==> config.mk <==
export PLATFORM = sky130hd
export DESIGN_NAME = vector_terminal_plot_encoder
export DESIGN_NICKNAME = d
export VERILOG_FILES = /design/src/hdl/vtpe_pkg.sv /design/src/hdl/vtpe_front.sv /design/src/hdl/vtpe_fifo.sv /design/src/hdl/vtpe_back.sv /design/src/hdl/vector_terminal_plot_encoder.sv
export SDC_FILE = /design/constraint.sdc
export NUM_CORES = 2
export LEC_CHECK = 0
export BUFFER_PORTS_ARGS = -buffer_cell sky130_fd_sc_hd__clkbuf_2
export CORE_ASPECT_RATIO = 2
export CORE_MARGIN = 8
export CORE_UTILIZATION = 40
export CTS_CLUSTER_DIAMETER = 30
export CTS_CLUSTER_SIZE = 24
export DETAILED_ROUTE_END_ITERATION = 8
export GPL_TIMING_DRIVEN = 0
export HOLD_SLACK_MARGIN = 0.06
export PLACE_DENSITY = 0.63
export SLEW_MARGIN = 10
export SYNTH_ARGS = -nofsm -noshare
export SYNTH_HDL_FRONTEND = slang
export SYNTH_SLANG_ARGS = --single-unit
export TNS_END_PERCENT = 20
==> constraint.sdc <==
create_clock -name clk_i -period 27.2 [get_ports clk_i]
set_clock_uncertainty 0.1 [all_clocks]
set_input_delay 2.72 -clock clk_i [delete_from_list [all_inputs] [get_ports clk_i]]
set_output_delay 2.72 -clock clk_i [all_outputs]
set_load 0.1 [all_outputs]
==> src/hdl/vtpe_pkg.sv <==
// ----------------------------------------------------------------------------
// Vector terminal plot encoder package
// Shared command codes, queue item type and sizing constants.
// ----------------------------------------------------------------------------
package vtpe_pkg;

  localparam int unsigned ByteW     = 7;
  localparam int unsigned MaxBytes  = 9;
  localparam int unsigned CntW      = $clog2(MaxBytes + 1);
  localparam int unsigned IdxW      = $clog2(MaxBytes);
  localparam int unsigned FifoDepth = 4;
  localparam int unsigned PtrW      = $clog2(FifoDepth);
  localparam int unsigned AddrW     = 3;

  typedef enum logic [2:0] {
    CmdMove    = 3'd0,
    CmdPenDown = 3'd1,
    CmdPenUp   = 3'd2,
    CmdFrame   = 3'd3,
    CmdStart   = 3'd4,
    CmdFinish  = 3'd5
  } cmd_e;

  typedef struct packed {
    cmd_e       cmd;
    logic [8:0] x;
    logic [7:0] y;
  } item_t;

endpackage

==> src/hdl/vtpe_front.sv <==
// ----------------------------------------------------------------------------
// Vector terminal plot encoder front end
// Accepts input beats, decodes the command and scales the target to pixels.
// ----------------------------------------------------------------------------
module vtpe_front (
  input  logic            clk_i,
  input  logic            rst_ni,
  input  logic            in_valid_i,
  output logic            in_ready_o,
  input  logic [2:0]      cmd_i,
  input  logic [15:0]     x_raw_i,
  input  logic [15:0]     y_raw_i,
  output logic            item_valid_o,
  input  logic            item_ready_i,
  output vtpe_pkg::item_t item_o
);

  // Reciprocals of 3 (shift 25) and 1000 (shift 33), exact over the ranges used.
  localparam logic [23:0] RecipThree    = 24'd11184811;
  localparam logic [23:0] RecipThousand = 24'd8589935;

  logic adv;
  logic v1_q, v2_q, v3_q;
  vtpe_pkg::cmd_e cmd1_q, cmd2_q;
  logic [22:0] t1_q;
  logic [21:0] v1_data_q;
  logic [13:0] qx2_q;
  logic [12:0] qy2_q;
  vtpe_pkg::item_t item3_q;

  logic [47:0] px_prod;
  logic [21:0] y_lin;
  logic [22:0] u_sum;
  logic [46:0] qx_prod;
  logic [45:0] qy_prod;

  assign adv          = !v3_q || item_ready_i;
  assign in_ready_o   = adv;
  assign item_valid_o = v3_q;
  assign item_o       = item3_q;

  assign px_prod = 48'({x_raw_i, 8'h00}) * 48'(RecipThree);
  assign y_lin   = 22'({y_raw_i, 5'b0}) + 22'({y_raw_i, 4'b0}) + 22'd500;
  assign u_sum   = t1_q + 23'd500;
  assign qx_prod = 47'(u_sum) * 47'(RecipThousand);
  assign qy_prod = 46'(v1_data_q) * 46'(RecipThousand);

  always_ff @(posedge clk_i or negedge rst_ni) begin
    if (!rst_ni) begin
      v1_q <= 1'b0;
      v2_q <= 1'b0;
      v3_q <= 1'b0;
    end else if (adv) begin
      v1_q <= in_valid_i;
      v2_q <= v1_q;
      v3_q <= v2_q;
    end
  end

  always_ff @(posedge clk_i) begin
    if (adv) begin
      cmd1_q       <= vtpe_pkg::cmd_e'(cmd_i);
      t1_q         <= px_prod[47:25];
      v1_data_q    <= y_lin;
      cmd2_q       <= cmd1_q;
      qx2_q        <= qx_prod[46:33];
      qy2_q        <= qy_prod[45:33];
      item3_q.cmd  <= cmd2_q;
      item3_q.x    <= (qx2_q > 14'd511) ? 9'd511 : qx2_q[8:0];
      item3_q.y    <= (qy2_q > 13'd249) ? 8'd249 : qy2_q[7:0];
    end
  end

endmodule

==> src/hdl/vtpe_fifo.sv <==
// ----------------------------------------------------------------------------
// Vector terminal plot encoder command queue
// Short first-in first-out queue between the front end and the byte encoder.
// ----------------------------------------------------------------------------
module vtpe_fifo (
  input  logic            clk_i,
  input  logic            rst_ni,
  input  logic            push_i,
  output logic            ready_o,
  input  vtpe_pkg::item_t data_i,
  output logic            valid_o,
  input  logic            pop_i,
  output vtpe_pkg::item_t data_o
);

  vtpe_pkg::item_t mem_q [vtpe_pkg::FifoDepth];
  logic [vtpe_pkg::PtrW-1:0] wr_ptr_q, rd_ptr_q;
  logic [vtpe_pkg::PtrW:0]   count_q;
  logic do_push, do_pop;

  assign ready_o = (count_q != (vtpe_pkg::PtrW + 1)'(vtpe_pkg::FifoDepth));
  assign valid_o = (count_q != '0);
  assign data_o  = mem_q[rd_ptr_q];
  assign do_push = push_i && ready_o;
  assign do_pop  = pop_i && valid_o;

  always_ff @(posedge clk_i or negedge rst_ni) begin
    if (!rst_ni) begin
      wr_ptr_q <= '0;
      rd_ptr_q <= '0;
      count_q  <= '0;
    end else begin
      if (do_push) begin
        wr_ptr_q <= wr_ptr_q + 1'b1;
      end
      if (do_pop) begin
        rd_ptr_q <= rd_ptr_q + 1'b1;
      end
      unique case ({do_push, do_pop})
        2'b10:   count_q <= count_q + 1'b1;
        2'b01:   count_q <= count_q - 1'b1;
        default: count_q <= count_q;
      endcase
    end
  end

  always_ff @(posedge clk_i) begin
    if (do_push) begin
      mem_q[wr_ptr_q] <= data_i;
    end
  end

endmodule

==> src/hdl/vtpe_back.sv <==
// ----------------------------------------------------------------------------
// Vector terminal plot encoder back end
// Holds the terminal state, builds the byte run of each command and drains it.
// ----------------------------------------------------------------------------
module vtpe_back (
  input  logic                       clk_i,
  input  logic                       rst_ni,
  input  logic                       quiet_finish_i,
  input  logic                       item_valid_i,
  output logic                       item_ready_o,
  input  vtpe_pkg::item_t            item_i,
  output logic                       out_valid_o,
  input  logic                       out_ready_i,
  output logic [vtpe_pkg::ByteW-1:0] out_byte_o,
  output logic                       out_last_o
);

  localparam logic [6:0] ByteAlpha    = 7'h1F;
  localparam logic [6:0] ByteVector   = 7'h1D;
  localparam logic [6:0] BytePoint    = 7'h1C;
  localparam logic [6:0] ByteClrText  = 7'h1A;
  localparam logic [6:0] ByteClrScrn  = 7'h19;
  localparam logic [6:0] TagHi        = 7'h20;
  localparam logic [6:0] TagLoX       = 7'h40;
  localparam logic [6:0] TagLoY       = 7'h60;

  typedef enum logic [1:0] {
    ModeAlpha  = 2'd0,
    ModeVector = 2'd1,
    ModePoint  = 2'd2
  } mode_e;

  typedef struct packed {
    mode_e      mode;
    logic [4:0] shx;
    logic [3:0] shy;
    logic [5:0] sly;
    logic [8:0] penx;
    logic [7:0] peny;
    logic [8:0] bx;
    logic [7:0] by;
    logic       bk;
    logic       pd;
    logic       pend;
  } st_t;

  typedef struct packed {
    st_t st;
    logic [vtpe_pkg::MaxBytes-1:0][vtpe_pkg::ByteW-1:0] list;
    logic [vtpe_pkg::CntW-1:0] cnt;
  } work_t;

  function automatic work_t put(work_t w, logic [6:0] b);
    if (w.cnt < vtpe_pkg::CntW'(vtpe_pkg::MaxBytes)) begin
      w.list[w.cnt[vtpe_pkg::IdxW-1:0]] = b;
      w.cnt = w.cnt + 1'b1;
    end
    return w;
  endfunction

  function automatic work_t forget_sent(work_t w);
    w.st.shx = 5'd31;
    w.st.shy = 4'd15;
    w.st.sly = 6'd63;
    return w;
  endfunction

  function automatic work_t enter_mode(work_t w, mode_e m, logic [6:0] b);
    if (w.st.mode != m) begin
      w.st.mode = m;
      w = put(w, b);
      if (m != ModeAlpha) begin
        w = forget_sent(w);
      end
    end
    return w;
  endfunction

  function automatic work_t send_pen(work_t w);
    logic [2:0] hy;
    logic [4:0] ly;
    logic [3:0] hx;
    logic [4:0] lx;
    hy = w.st.peny[7:5];
    ly = w.st.peny[4:0];
    hx = w.st.penx[8:5];
    lx = w.st.penx[4:0];
    if ({1'b0, hy} != w.st.shy) begin
      w.st.shy = {1'b0, hy};
      w = put(w, TagHi | {4'b0, hy});
    end
    if ({1'b0, hx} != w.st.shx) begin
      w.st.sly = {1'b0, ly};
      w = put(w, TagLoY | {2'b0, ly});
      w.st.shx = {1'b0, hx};
      w = put(w, TagHi | {3'b0, hx});
    end else if ({1'b0, ly} != w.st.sly) begin
      w.st.sly = {1'b0, ly};
      w = put(w, TagLoY | {2'b0, ly});
    end
    w = put(w, TagLoX | {2'b0, lx});
    return w;
  endfunction

  function automatic work_t flush_point(work_t w);
    if (w.st.pend) begin
      w = enter_mode(w, ModePoint, BytePoint);
      w = send_pen(w);
      w.st.bx   = w.st.penx;
      w.st.by   = w.st.peny;
      w.st.bk   = 1'b1;
      w.st.pend = 1'b0;
    end
    return w;
  endfunction

  function automatic work_t clear_screen(work_t w);
    w = enter_mode(w, ModeVector, ByteVector);
    w = put(w, ByteClrScrn);
    w.st.bk = 1'b0;
    return w;
  endfunction

  function automatic work_t begin_frame(work_t w);
    w = clear_screen(w);
    w.st.penx = '0;
    w.st.peny = '0;
    w.st.pd   = 1'b0;
    return w;
  endfunction

  st_t   st_q;
  work_t w;
  logic  busy_q;
  logic [vtpe_pkg::MaxBytes-1:0][vtpe_pkg::ByteW-1:0] buf_q;
  logic [vtpe_pkg::CntW-1:0] len_q, idx_q;
  logic  load_ok, pop, out_acc;

  assign out_valid_o  = busy_q;
  assign out_byte_o   = buf_q[idx_q[vtpe_pkg::IdxW-1:0]];
  assign out_last_o   = (idx_q == (len_q - 1'b1));
  assign out_acc      = busy_q && out_ready_i;
  assign load_ok      = !busy_q || (out_ready_i && out_last_o);
  assign item_ready_o = load_ok;
  assign pop          = item_valid_i && load_ok;

  always_comb begin
    w.st   = st_q;
    w.list = '0;
    w.cnt  = '0;
    unique case (item_i.cmd)
      vtpe_pkg::CmdMove: begin
        if (!w.st.pd) begin
          w = flush_point(w);
          w.st.penx = item_i.x;
          w.st.peny = item_i.y;
        end else begin
          if (w.st.mode != ModeVector || !w.st.bk ||
              w.st.penx != w.st.bx || w.st.peny != w.st.by) begin
            w.st.mode = ModeAlpha;
            w = enter_mode(w, ModeVector, ByteVector);
            w = send_pen(w);
          end
          w.st.penx = item_i.x;
          w.st.bx   = item_i.x;
          w.st.peny = item_i.y;
          w.st.by   = item_i.y;
          w.st.bk   = 1'b1;
          w = send_pen(w);
          w.st.pend = 1'b0;
        end
      end
      vtpe_pkg::CmdPenDown: begin
        w.st.pend = 1'b1;
        w.st.pd   = 1'b1;
      end
      vtpe_pkg::CmdPenUp: begin
        w.st.pd = 1'b0;
      end
      vtpe_pkg::CmdFrame: begin
        w = flush_point(w);
        w = begin_frame(w);
      end
      vtpe_pkg::CmdStart: begin
        w = enter_mode(w, ModeAlpha, ByteAlpha);
        w = put(w, ByteClrText);
        w.st.pend = 1'b0;
        w = begin_frame(w);
      end
      vtpe_pkg::CmdFinish: begin
        w = flush_point(w);
        if (!quiet_finish_i) begin
          w = clear_screen(w);
        end
        w = enter_mode(w, ModeAlpha, ByteAlpha);
      end
      default: begin
        w.st = st_q;
      end
    endcase
  end

  always_ff @(posedge clk_i or negedge rst_ni) begin
    if (!rst_ni) begin
      st_q.mode <= ModeAlpha;
      st_q.shx  <= 5'd31;
      st_q.shy  <= 4'd15;
      st_q.sly  <= 6'd63;
      st_q.penx <= '0;
      st_q.peny <= '0;
      st_q.bx   <= '0;
      st_q.by   <= '0;
      st_q.bk   <= 1'b0;
      st_q.pd   <= 1'b0;
      st_q.pend <= 1'b0;
      busy_q    <= 1'b0;
      len_q     <= '0;
      idx_q     <= '0;
    end else if (pop) begin
      st_q   <= w.st;
      busy_q <= (w.cnt != '0);
      len_q  <= w.cnt;
      idx_q  <= '0;
    end else if (out_acc) begin
      if (out_last_o) begin
        busy_q <= 1'b0;
      end else begin
        idx_q <= idx_q + 1'b1;
      end
    end
  end

  always_ff @(posedge clk_i) begin
    if (pop) begin
      buf_q <= w.list;
    end
  end

endmodule

==> src/hdl/vector_terminal_plot_encoder.sv <==
// ----------------------------------------------------------------------------
// Vector terminal plot encoder
// Turns pen commands into graphics-terminal mode and coordinate bytes.
// ----------------------------------------------------------------------------
// Commands arrive on the s_axis stream, one command per beat, and the
// terminal bytes leave on the m_axis stream, one byte per beat, with
// m_axis_tlast on the final byte that a command causes. A command that
// causes no byte produces no beat. The APB port holds quiet_finish at
// address 0; pready is always high.
// A command passes the scaling pipeline (two multiplier stages and a clamp
// stage) and a four-entry queue to the byte encoder, which registers the
// command's byte run when it takes the command from the queue. The encoder
// sends one byte per cycle while m_axis_tready is high and takes the next
// command as the last byte of the current one is accepted; a command that
// causes no byte leaves the encoder idle. A run has at most nine bytes.
// Reset clears the terminal state to alpha mode with all sent coordinate
// parts invalid, empties the pipeline and the queue and clears quiet_finish.
// When the receiver stalls, the current byte holds, the queue and pipeline
// fill, and s_axis_tready drops once the pipeline end cannot advance.
// ----------------------------------------------------------------------------
module vector_terminal_plot_encoder (
  input  logic                       clk_i,
  input  logic                       rst_ni,
  input  logic                       s_axis_tvalid,
  output logic                       s_axis_tready,
  // Fields from bit 0: cmd[2:0], x_raw[18:3], y_raw[34:19], zero padding.
  input  logic [39:0]                s_axis_tdata,
  output logic                       m_axis_tvalid,
  input  logic                       m_axis_tready,
  // Fields from bit 0: out_byte[6:0], zero padding.
  output logic [7:0]                 m_axis_tdata,
  output logic                       m_axis_tlast,
  input  logic                       psel,
  input  logic                       penable,
  input  logic                       pwrite,
  input  logic [vtpe_pkg::AddrW-1:0] paddr,
  input  logic [31:0]                pwdata,
  output logic [31:0]                prdata,
  output logic                       pready
);

  logic quiet_finish_q;
  logic reg_hit;
  logic front_valid, fifo_ready, fifo_valid, back_ready;
  vtpe_pkg::item_t front_item, fifo_item;
  logic [vtpe_pkg::ByteW-1:0] out_byte;

  assign pready  = 1'b1;
  assign reg_hit = !paddr[2];
  assign prdata  = reg_hit ? {31'b0, quiet_finish_q} : 32'b0;

  always_ff @(posedge clk_i or negedge rst_ni) begin
    if (!rst_ni) begin
      quiet_finish_q <= 1'b0;
    end else if (psel && penable && pwrite && pready && reg_hit) begin
      quiet_finish_q <= pwdata[0];
    end
  end

  vtpe_front u_front (
    .clk_i        (clk_i),
    .rst_ni       (rst_ni),
    .in_valid_i   (s_axis_tvalid),
    .in_ready_o   (s_axis_tready),
    .cmd_i        (s_axis_tdata[2:0]),
    .x_raw_i      (s_axis_tdata[18:3]),
    .y_raw_i      (s_axis_tdata[34:19]),
    .item_valid_o (front_valid),
    .item_ready_i (fifo_ready),
    .item_o       (front_item)
  );

  vtpe_fifo u_fifo (
    .clk_i   (clk_i),
    .rst_ni  (rst_ni),
    .push_i  (front_valid),
    .ready_o (fifo_ready),
    .data_i  (front_item),
    .valid_o (fifo_valid),
    .pop_i   (back_ready),
    .data_o  (fifo_item)
  );

  vtpe_back u_back (
    .clk_i          (clk_i),
    .rst_ni         (rst_ni),
    .quiet_finish_i (quiet_finish_q),
    .item_valid_i   (fifo_valid),
    .item_ready_o   (back_ready),
    .item_i         (fifo_item),
    .out_valid_o    (m_axis_tvalid),
    .out_ready_i    (m_axis_tready),
    .out_byte_o     (out_byte),
    .out_last_o     (m_axis_tlast)
  );

  assign m_axis_tdata = {1'b0, out_byte};

endmodule

==> qor.csv <==
stage;metric;value;unit
setup_path;crit_slowest_cell;o41ai_1;
route;drtPass1Iterations;6;
route;drt_iter0_drc;1644;
global_route;grt_overflow;0;
timing;finalHoldViolations;0;
yosys;yosysUniqueCellTypes;105;
run;maxCapViolCount;0;
placed_design;dp.cells;5170;
setup_path;crit_required;27.47;ns
cts;cts_buffers;49;
timing;period_needed;10.71;ns
floorplan;core-area;0.0949;mm2
setup_path;reg2reg_from;u_front.t1_q[2]$_DFFE_PP_;
timing;tightest_slew;1.35;ns
global_route;antenna_found_initial;4;
timing;finalSetupTns;0;ns
setup_path;cp_max_fo;6;
cts;path_clk_slew;0.06;ns
yosys;syn_inst;3861;
route;antenna_left;0;
cts;post_cts_buffers;0;
global_route;grt_pass1_wl;212000;um
cts;cts_hold_buf;0;
cts;ctsLongestPathBuffers;3;
setup_path;crit_top_cell;fa_1;
yosys;ys_seq_area_frac;0.235;
global_route;first_global_vias;32700;
timing;period_share;0.394;
yosys;synth_ff_type;edfxtp_1;
yosys;yosys_warnings;0;
cts;cts_tree;done;
floorplan;rows;160;
setup_path;cp.arrival;10.98;ns
floorplan;ios;126;
finish;fill_cells;9232;
worst_hold_path;hold_class;flop to flop;
route;routed_wl;146000;um
yosys;synthesis.area;0.0382;mm2
finish;drive_gt1_frac;0.0832;
yosys;netlist.area_leader.share;0.211;
finish;fin_nets;5087;
timing;slew_violations;0;
timing;max-slew-margin-rel;0.0895;
route;wl_per_cell;27.8;um
cts;htreeDepth;2;
timing;setup_viol;0;
finish;stdcell_area;0.0421;mm2
placed_design;gp_congestion;1.04;
floorplan;die_area;0.106;mm2
setup_path;crit_type;flop to flop;
placed_design;dp_hpwl;122000;um
yosys;async_flop_share;0.238;
floorplan;initial_utilization;0.403;
cts;clock-sinks;311;
global_route;grt_max_degree;73;
floorplan;die-width;235;um
timing;rsz0062_at_grt;false;
worst_hold_path;hold_path_startpoint;u_front.cmd2_q[1]$_DFFE_PP_;
finish;syn_to_final_growth;10.1;%
route;dr_total_vias;29700;
outcome;status;finished, final reports clean;
cts;post_cts_resized;0;
yosys;postSynthAreaPerCell;9.91;um2
placed_design;numPortBuffers;54;
route;drc;0;
global_route;track_usage;0.275;
setup_path;critPathLaunchType;flop;
finish;fin_cells;5266;
yosys;synth_area_leader_cell;ha_1;
setup_path;cp_slowest_stage_delay;0.73;ns
timing;max_clock_freq;0.0934;GHz
setup_path;critPathLaunch;u_front.t1_q[2]$_DFFE_PP_;
route;routed_via_density;5.65;
yosys;netlist_top_cells_area;ha_1, edfxtp_1, fa_1;
placed_design;placed_cell_area;0.0403;mm2
setup_path;end_kind;flop;
yosys;synth-seq-cells;311;
yosys;synth_edf_count;237;
cts;clk_latency;0.65;ns
floorplan;die_h;453;um
cts;cts_root_buffer;clkbuf_16;
## worst max-delay path, delay by kind of cell (launching register included)
| family | cells | cell delay (ns) |
|---|---|---|
| simple gates | 7 | 1.73 |
| buf+inv | 5 | 0.69 |
| xor+xnor | 2 | 0.66 |
| compound gates | 10 | 2.64 |
| flops | 1 | 0.49 |
| fa+ha+maj | 8 | 4.13 |
## path summary, 6_finish.rpt
check	endpoint	slack, ns	cells after the start
max in group asynchronous	u_back.st_q[48]$_DFFE_PN1P_	24.40	2
max	u_front.qx2_q[11]$_DFFE_PP_	16.49	32
min in group asynchronous	u_back.len_q[0]$_DFFE_PN0P_	1.92	1
min reg2reg	u_front.item_o[18]$_DFFE_PP_	0.32	0
min	u_front.item_o[18]$_DFFE_PP_	0.32	0
max reg2reg	u_front.qx2_q[11]$_DFFE_PP_	16.49	32
## cells by family (layout without fill, tap and decap cells)
family | count (synthesis) | in the layout | share of synthesized area
AOI/OAI and AO/OA | 715 | 715 | 0.122
xor gates and xnor gates | 137 | 137 | 0.0316
adders and majority gates | 996 | 996 | 0.395
buffers and inverters | 849 | 1006 | 0.0879
DFF | 311 | 311 | 0.235
muxes | 68 | 68 | 0.0287
other | 2 | 35 | 0.000196
and+or+nand+nor | 783 | 783 | 0.0997
## layout by cell type (no fill, tap or decap), drive strengths merged, types with 34 or more instances in the layout
cell	count
inv	693
nor3	54
o21ai	185
conb	34
xor2	53
o211ai	44
a21o	41
buf	78
nand3	74
ha	645
edfxtp	237
clkbuf	213
nor2	191
nand2	245
xnor2	84
fa	351
dfrtp	59
a21oi	174
## state kept, by name (all words and copies together), names as in the netlist, 4 cells and up
signal             flops
u_back.buf_q          63
u_back.idx_q           4
u_back.len_q           4
u_back.st_q           54
u_fifo.mem_q          80
u_front.item_o        20
u_front.qx2_q         14
u_front.qy2_q         13
u_front.t1_q          23
u_front.v1_data_q     18
## metrics by stage
step                      utilization  hold slack (ns)  setup WS (ns)
after detailed placement        0.425            0.305          16.38
after CTS                       0.443            0.321          16.35
after global placement          0.423            0.304          16.44
final                           0.444            0.321          16.49
after global routing            0.444            0.325          15.74
after floorplan                     -            0.300          18.41
## metal layers
metal	wire length [um]	part of all wire	track usage
met1	40200	0.27	0.211
met2	80500	0.55	0.542
met3	6200	0.042	0.0461
met4	19400	0.13	0.290
met5	28	0.00019	0
## cell type report
type,instances,area [um2],share of cell area
clock inverters,37,423,0.0100
multi-input cells,2733,26100,0.620
clock buffers,55,1300,0.0309
diodes,1,2.50,0.0000594
well taps,1215,1520,0.0361
repair buffers,65,409,0.00971
inverters,678,2550,0.0605
flip-flops and latches,311,8990,0.213
plain buffers,171,817,0.0194
## synthesized netlist by cell type, types with 52 or more instances
cell,count
dfrtp_1,59
nand2_1,244
fa_1,351
xnor2_1,84
inv_1,675
a21oi_1,172
o21ai_0,171
edfxtp_1,237
nor2_1,190
clkbuf_1,103
xor2_1,52
ha_1,645
nand3_1,74
Power is left out: the tool's default activity adds up to more than one toggle a clock period on the data nets, which glitch-free logic cannot reach.
